==> src/sv/assert_macros.svh <==
// Assertion helpers for the RTL files; fcbf_ctrl.sv includes them.
`ifndef ASSERT_MACROS_SVH
`define ASSERT_MACROS_SVH

// Check a property on every rising clock edge outside of reset.
`define FCBF_ASSERT(lbl, clk, rst_n, prop, msg) \
    lbl: assert property (@(posedge clk) disable iff (!rst_n) prop) \
        else $error(msg);

// Check a property on every rising clock edge, reset included.
`define FCBF_ASSERT_ALWAYS(lbl, clk, prop, msg) \
    lbl: assert property (@(posedge clk) prop) \
        else $error(msg);

`endif

==> src/sv/fcbf_pkg.sv <==
`timescale 1ns / 1ps

package fcbf_pkg;

    localparam int unsigned BUFFER_DEPTH_DEF = 1024;
    localparam int unsigned CAP_W            = 11;
    localparam int unsigned TOT_W            = 48;
    localparam logic [CAP_W-1:0] CAP_RESET   = 11'd1024;

    typedef enum logic [1:0] {
        OP_WRITE = 2'd0,
        OP_PEEK  = 2'd1,
        OP_POP   = 2'd2,
        OP_END   = 2'd3
    } t_op;

    typedef struct packed {
        logic             write_accepted;
        logic             read_valid;
        logic [CAP_W-1:0] fill_level;
        logic [CAP_W-1:0] space_left;
        logic             input_closed;
        logic             stream_done;
        logic [TOT_W-1:0] total_written;
        logic [TOT_W-1:0] total_read;
    } t_status;

endpackage

==> src/sv/fcbf_ctrl.sv <==
`timescale 1ns / 1ps
`include "assert_macros.svh"

module fcbf_ctrl #(
    parameter int unsigned DEPTH = fcbf_pkg::BUFFER_DEPTH_DEF,
    parameter int unsigned AW    = $clog2(DEPTH)
) (
    input  logic                       i_clk,
    input  logic                       i_rst_n,
    input  logic                       i_cfg_we,
    input  logic [fcbf_pkg::CAP_W-1:0] i_cfg_wdata,
    input  logic                       i_fire,
    input  fcbf_pkg::t_op              i_op,
    input  logic [fcbf_pkg::CAP_W-1:0] i_amount,
    output logic                       o_we,
    output logic [AW-1:0]              o_waddr,
    output logic                       o_re,
    output logic [AW-1:0]              o_raddr,
    output fcbf_pkg::t_status          o_status
);
    import fcbf_pkg::*;

    localparam int unsigned SW = ((AW > CAP_W) ? AW : CAP_W) + 1;
    localparam logic [CAP_W-1:0] DEPTH_SAT =
        (DEPTH > 2047) ? 11'd2047 : CAP_W'(DEPTH);

    function automatic logic [CAP_W-1:0] sat_cap(input logic [CAP_W-1:0] cap);
        return (cap > DEPTH_SAT) ? DEPTH_SAT : cap;
    endfunction

    function automatic logic [AW-1:0] wrap(input logic [AW-1:0] head,
                                           input logic [CAP_W-1:0] off);
        logic [SW-1:0] sum;
        sum = SW'(head) + SW'(off);
        if (sum >= SW'(DEPTH)) begin
            sum = sum - SW'(DEPTH);
        end
        return sum[AW-1:0];
    endfunction

    function automatic logic [CAP_W-1:0] room(input logic [CAP_W-1:0] cap,
                                              input logic [CAP_W-1:0] held);
        return (cap > held) ? (cap - held) : '0;
    endfunction

    logic [AW-1:0]    r_head,   n_head;
    logic [CAP_W-1:0] r_held,   n_held;
    logic             r_closed, n_closed;
    logic [TOT_W-1:0] r_tw,     n_tw;
    logic [TOT_W-1:0] r_tr,     n_tr;
    logic [CAP_W-1:0] r_eff_cap;
    logic [CAP_W-1:0] pop_n;
    logic [CAP_W-1:0] space_now;
    logic             v_acc;
    logic             v_rvalid;

    always_ff @(posedge i_clk) begin
        if (!i_rst_n) begin
            r_head    <= '0;
            r_held    <= '0;
            r_closed  <= 1'b0;
            r_tw      <= '0;
            r_tr      <= '0;
            r_eff_cap <= sat_cap(CAP_RESET);
        end else begin
            r_head   <= n_head;
            r_held   <= n_held;
            r_closed <= n_closed;
            r_tw     <= n_tw;
            r_tr     <= n_tr;
            if (i_cfg_we) begin
                r_eff_cap <= sat_cap(i_cfg_wdata);
            end
        end
    end

    // A byte written in one cycle is in the store by the next, so a peek
    // right behind a write reads it without forwarding.
    always_comb begin
        n_head    = r_head;
        n_held    = r_held;
        n_closed  = r_closed;
        n_tw      = r_tw;
        n_tr      = r_tr;
        o_we      = 1'b0;
        o_re      = 1'b0;
        v_acc     = 1'b0;
        v_rvalid  = 1'b0;
        o_waddr   = wrap(r_head, r_held);
        o_raddr   = wrap(r_head, i_amount);
        pop_n     = (i_amount < r_held) ? i_amount : r_held;
        space_now = room(r_eff_cap, r_held);
        if (i_fire) begin
            unique case (i_op)
                OP_WRITE: begin
                    if (!r_closed && space_now != '0) begin
                        o_we   = 1'b1;
                        v_acc  = 1'b1;
                        n_held = r_held + 11'd1;
                        n_tw   = r_tw + 48'd1;
                    end
                end
                OP_PEEK: begin
                    if (i_amount < r_held) begin
                        o_re     = 1'b1;
                        v_rvalid = 1'b1;
                    end
                end
                OP_POP: begin
                    n_head = wrap(r_head, pop_n);
                    n_held = r_held - pop_n;
                    n_tr   = r_tr + TOT_W'(pop_n);
                end
                OP_END: begin
                    n_closed = 1'b1;
                end
            endcase
        end
        o_status.write_accepted = v_acc;
        o_status.read_valid     = v_rvalid;
        o_status.fill_level     = n_held;
        o_status.space_left     = room(r_eff_cap, n_held);
        o_status.input_closed   = n_closed;
        o_status.stream_done    = n_closed && (n_held == '0);
        o_status.total_written  = n_tw;
        o_status.total_read     = n_tr;
    end

    `FCBF_ASSERT(a_held_bound, i_clk, i_rst_n, r_held <= DEPTH_SAT, "fill above store size")
    `FCBF_ASSERT(a_closed_sticky, i_clk, i_rst_n, r_closed |=> r_closed, "closed flag cleared")
    `FCBF_ASSERT(a_no_write_closed, i_clk, i_rst_n, (i_fire && r_closed) |-> !o_we, "write after end")

endmodule

==> config.mk <==
export PLATFORM = sky130hd
export DESIGN_NAME = fcbf_ctrl
export DESIGN_NICKNAME = d
export VERILOG_FILES = /design/src/sv/fcbf_pkg.sv /design/src/sv/fcbf_ctrl.sv
export VERILOG_INCLUDE_DIRS = /design/src /design/src/sv
export SDC_FILE = /design/constraint.sdc
export NUM_CORES = 1
export LEC_CHECK = 0
export ABC_AREA = 1
export BUFFER_PORTS_ARGS = -buffer_cell sky130_fd_sc_hd__buf_2
export CAP_MARGIN = 5
export CORE_MARGIN = 4
export CORE_UTILIZATION = 50
export CTS_BUF_LIST = sky130_fd_sc_hd__clkbuf_4 sky130_fd_sc_hd__clkbuf_8 sky130_fd_sc_hd__clkbuf_16
export DETAILED_ROUTE_END_ITERATION = 8
export PLACE_DENSITY = 0.72
export SETUP_SLACK_MARGIN = 0.5
export SYNTH_ARGS = -nofsm -noshare
export SYNTH_HDL_FRONTEND = slang
export SYNTH_SLANG_ARGS = --single-unit
==> constraint.sdc <==
create_clock -name i_clk -period 12.3 [get_ports i_clk]
set_input_delay 1.23 -clock i_clk [delete_from_list [all_inputs] [get_ports i_clk]]
set_output_delay 1.23 -clock i_clk [all_outputs]
set_load 0.02 [all_outputs]
; ---- After elaboration in Yosys (flattened, before gate mapping)
; Cells that the tools add are included.
[totals]
reg_bits = 129
elab_cells = 58
[op_classes]
n_addsub = 12
magnitude_cmp = 7
eq_ne = 3
mux = 23
reduce_logical = 7
[ops]
columns = op, count
row1 = 48-bit 2-to-1 mux, 5
row2 = 11-bit 2-to-1 mux, 6
row3 = 48-bit by 1-bit adder with 48-bit output (second input constant), 1
row4 = 48-bit by 11-bit adder with 48-bit output, 1
row5 = 10-bit by 11-bit adder with 12-bit output, 3
row6 = 12-bit by 11-bit >= comparator with 1-bit output (second input constant), 3
row7 = 11-bit subtractor, 3
row8 = 10-bit 2-to-1 mux, 3
row9 = 10-bit by 1-bit subtractor with 10-bit output (second input constant), 3
row10 = 11-bit > comparator, 2
row11 = 11-bit one-hot mux with 2 select lines, 1
row12 = 11-bit by 1-bit adder with 11-bit output (second input constant), 1
row13 = 11-bit > comparator (second input constant), 1
row14 = 11-bit zero test, 1
row15 = 11-bit < comparator, 1
row16 = 11-bit nonzero test, 1
row17 = 1-bit 2-to-1 mux, 8
row18 = 2-bit equality test (second input constant), 2
row19 = 2-bit by 1-bit equality test with 1-bit output (second input constant), 1
row20 = 1-bit logical AND, 2
row21 = 2-bit zero test, 1
row22 = 2-bit AND reduction, 1
row23 = 1-bit zero test, 1

; ---- Longest topological paths before layout
[logic_depth]
word_depth = 9
depth_mapped = 39
mapped_depth_nobuf = 38

; ---- Worst setup path before layout
; No wires, ideal clock.
[synth_timing]
kind = input-to-output
start = input i_amount[10] (netlist name)
end = output o_status[104] (netlist name)
t_arrival_ps = 6075
required_ps = 11070
path_slack_ps = 4995
stages = 35
cell_sequence = ha_1 -> nand2_1 -> nor3_1 -> nand4_1 -> nand3_1 -> clkbuf_1 -> clkbuf_1 -> nand2_1 -> o21ai_0 -> inv_1 -> ha_1 -> nand3_1 -> nand2_1 -> nand2_1 -> inv_1 -> o21ai_0 -> nand2_1 -> a21oi_1 -> o21ai_0 -> nand2_1 -> inv_1 -> nand2_1 -> o21ai_0 -> ha_1 -> nand2_1 -> inv_1 -> nand4_1 -> a21boi_0 -> o21ai_0 -> nand2_1 -> nand2_1 -> a21oi_1 -> o21ai_0 -> clkbuf_1 -> nor3b_1
[synth_rtl]
columns = element, line
row1 = start: declaration, fcbf_ctrl.sv:14  ; input logic [fcbf_pkg::CAP_W-1:0] i_amount,
row2 = end: declaration, fcbf_ctrl.sv:19  ; output fcbf_pkg::t_status o_status

==> impl_results.md <==
- Dpl hpwl: between 20 and 25 mm
- CTS tree: yes
- Std cell rows: 53
- Cell Pwr Density: 109.9 nW/µm²
- Via count: approximately 11000
- Type of origin of the critical path: primary input
- Detailed Routing Iterations Pass 1: 6
- Reg clk slew, reported paths: approximately 0.06 ns
- CP top delay family: compound AO/OA/AOI/OAI gates
- R2R cell count: 26
- Vias per cell: between 5 and 6
- Die extent in y: 154.7 µm
- Inst Count DP: 2108
- Layout area overhead: 15.66%
- Max-Cap Viols: 0
- Slowest cell on crit path: o21ai_0
- Post_cts resized: 0
- Post-Synth Simple-Gate Area: around a third
- Register area share after synthesis: 24.00%
- Mean post-synth cell area: roughly 6.4 µm²
- CP Max Fanout: 21
- Crit path kind: primary input to primary output
- First-pass GRT wire length: 52.10 mm
- Post-CTS Hold Buffers: 0
- Total negative slack: 0 ns
- Remaining Overflow, GRT: 0
- Fin crit share: between 70% and 80%
- Top FF cell, synth: dfxtp_1
- FF-to-FF Start: r_held[8]
- Skew final: about 0.012 ns
- RSZ-0062 raised after global routing: false
- Main combinational cell family by area after synthesis: simple AND/OR/NAND/NOR gates
- Post-synth ARST share: 0%
- Root Buffer: clkbuf_16
- Endpoint type of the worst setup path: primary output
- Cts bufs inserted: 17
- Design Area, Final: between 10000 and 15000 µm²
- Clock insertion delay at the later pin of the skew report: between 0.4 and 0.5 ns
- CP startpoint: i_amount[8]
- R2R Setup Slk: 6.78 ns
- Status: finished clean
- Nets: between 1500 and 2000
- CP arrival: around 7.9 ns
- GRT Total Usage: roughly a quarter
- Crit. path cell count: 33
- Hold slack: 0.4963 ns
- Die X: 154.7 µm
- Final Routed Wirelength: between 30 and 40 mm
- Max-slew headroom: between 20 and 25%
- Critical path's largest stage delay: 0.92 ns
- Synth Area in Compound Gates: a little under an eighth
- DRC: 0
- Placed Area: ~12000 µm²
- Yosys warning count: 0
- Initial core utilization: 51.02%
- Fmax: around 110 MHz
- Mux contribution to synthesized area: 0%
- GP Congestion: ~0.93
- Port Buffers: ~170
- Post-Syn Instances: 1694
- Post-Layout Cell Count: about 2100
- Worst setup path endpoint: o_status[104]
- Worst-margin pin slew: around 1.1 ns
- Final hold vios: 0
- Synth unique cells: 50
- P_leak: about 6.3 nW
- Drt wl/cell: approximately 15 µm
- Min-Delay Path Class: flip-flop to flip-flop
- Post-CTS Setup Repair Bufs: 0
- Setup-failing EPs final: 0
- Tmin final: just over 9 ns
- Sink Count: around 130
- Syn_nets: approximately 1800
- Seq cells post-synth: around 130
- Slew Viols, Final: 0
- Buf/Inv on CP: 6
- Post-synthesis xor/xnor area fraction: about 8%
- Core area: around 21000 µm²
- Die ar.: about 24000 µm²
- # IOs: approximately 170
- Initial antenna violation count: 2
- Post-synth EDFFs: 0
- H-tree Lvls: 4
- Mapped cell area: ~11000 µm²
- Post-Synth Adder-Cell Area: a little over a tenth
- Post-detailed-route count of antenna-violating nets: 0
- Starting DRC count in detailed routing: 800
- R2r endpoint: r_tr[38]
- VDD IR max: 83.59 µV
- Vias in the first global route: approximately 11000
- Top cell by count, worst path: nand2_1
- Layout cells sized above 1: ~13%
- CP required: 11.07 ns
- Deepest clock path buffer count: 2
- Largest net degree at the start of global routing: 70
## layer usage
| layer | up-vias | part of all wire, % | GRT usage, % |
|---|---|---|---|
| met5 | - | 0 | 0 |
| met4 | 0 | 3.0 | 9.251 |
| met3 | 75 | 6.8 | 4.673 |
| met2 | 395 | 44 | 42.39 |
| met1 | 5059 | 46 | 35.81 |
| li1 | 5733 | - | - |
## power by group
group / leakage (nW) / total [mW] / internal (mW) / switching [mW]
registers: 1.05 / 0.443 / 0.427 / 0.0156
clock network: 0.299 / 0.539 / 0.333 / 0.205
logic: 4.94 / 0.386 / 0.128 / 0.258
total: 6.28 / 1.37 / 0.888 / 0.479
## Yosys cell counts, types with 24 or more instances
cell / n / share of area [%]
clkbuf_1: 24 / 0.84
inv_1: 314 / 11
nand2_1: 363 / 13
nor3_1: 57 / 2.7
ha_1: 82 / 9.5
a21oi_1: 106 / 4.9
nor4_1: 31 / 1.8
nor2_1: 177 / 6.2
dfxtp_1: 129 / 24
nand4_1: 34 / 2.0
nand3_1: 74 / 3.4
xor2_1: 85 / 6.9
o21ai_0: 86 / 4.0
## cells in the final DEF (no fill, tap or decap), types with 11 or more instances in the layout
cell and instances:
o21ai_0 86, buf_2 171, xor2_1 85, or2_2 14
a21oi_1 106, inv_1 313, clkbuf_16 17, xnor2_1 11
dfxtp_1 129, nand2_1 363, nor3_1 57, and2_1 11
nor2_1 176, nand3_1 74, ha_1 82, nor4_1 31
nand4_1 34
## per-stage QoR
stage	utilization (%)	worst slack, ns	power (mW)
3_3_place_gp	56.07	3.808	0.8271
6_report	59.01	3.169	1.367
5_1_grt	59.01	2.325	1.439
4_1_cts	58.99	3.279	1.368
2_1_floorplan	-	4.995	0.7292
3_5_place_dp	56.07	3.438	0.8306
## worst reg2reg max path: stages, from the launching register on
cell	delay, ns
dfxtp_1	0.60
inv_1	0.26
ha_1	0.36
a21oi_1	0.13
nor2_1	0.06
a211oi_1	0.17
nand3_1	0.50
o21ai_0	0.92
fa_1	0.36
nand3_1	0.08
nand2_1	0.11
nand2_1	0.09
nand2_1	0.06
nand2_1	0.04
nand2_1	0.11
nand2_1	0.09
nand2_1	0.06
a21oi_1	0.10
o21ai_2	0.17
nand2_1	0.07
nand2_1	0.15
nand2_1	0.10
inv_1	0.16
nand2_1	0.14
nor2_2	0.21
xor2_1	0.22
nor2_1	0.06
## worst min path at each step
stage                  start       end  slack, ns  depth (start not counted)
floorplan           r_tr[35]  r_tr[35]       0.46                          2
global placement    r_tr[35]  r_tr[35]       0.48                          2
detailed placement  r_tr[35]  r_tr[35]       0.48                          2
CTS                 r_tr[35]  r_tr[35]       0.50                          2
global route        r_tw[36]  r_tw[36]       0.53                          2
finish              r_tr[35]  r_tr[35]       0.50                          2
## flip-flops by register name, indices dropped and copies added (netlist names)
name,flops
r_eff_cap,11
r_head,10
r_tr,48
r_tw,48
r_held,11
r_closed,1
## layout make-up
class / instances / area, µm²
clock inverter: 11 / 153.9
fill: 2073 / 8643
antenna: 2 / 5.005
multi-input combinational: 1213 / 6829
tap: 275 / 344.1
clock buffer: 21 / 461.7
timing repair buffer: 173 / 870.8
sequential: 129 / 2582
inverter: 318 / 1197
## cell families after synthesis
| kind of cell | after synthesis |
|---|---|
| buffers and inverters | 352 |
| XOR/XNOR | 97 |
| adder cells (fa/ha/maj) | 89 |
| AND/OR/NAND/NOR | 798 |
| AO/OA/AOI/OAI | 229 |
| flip-flops | 129 |
No activity file was read; power rests on OpenSTA's default activity.
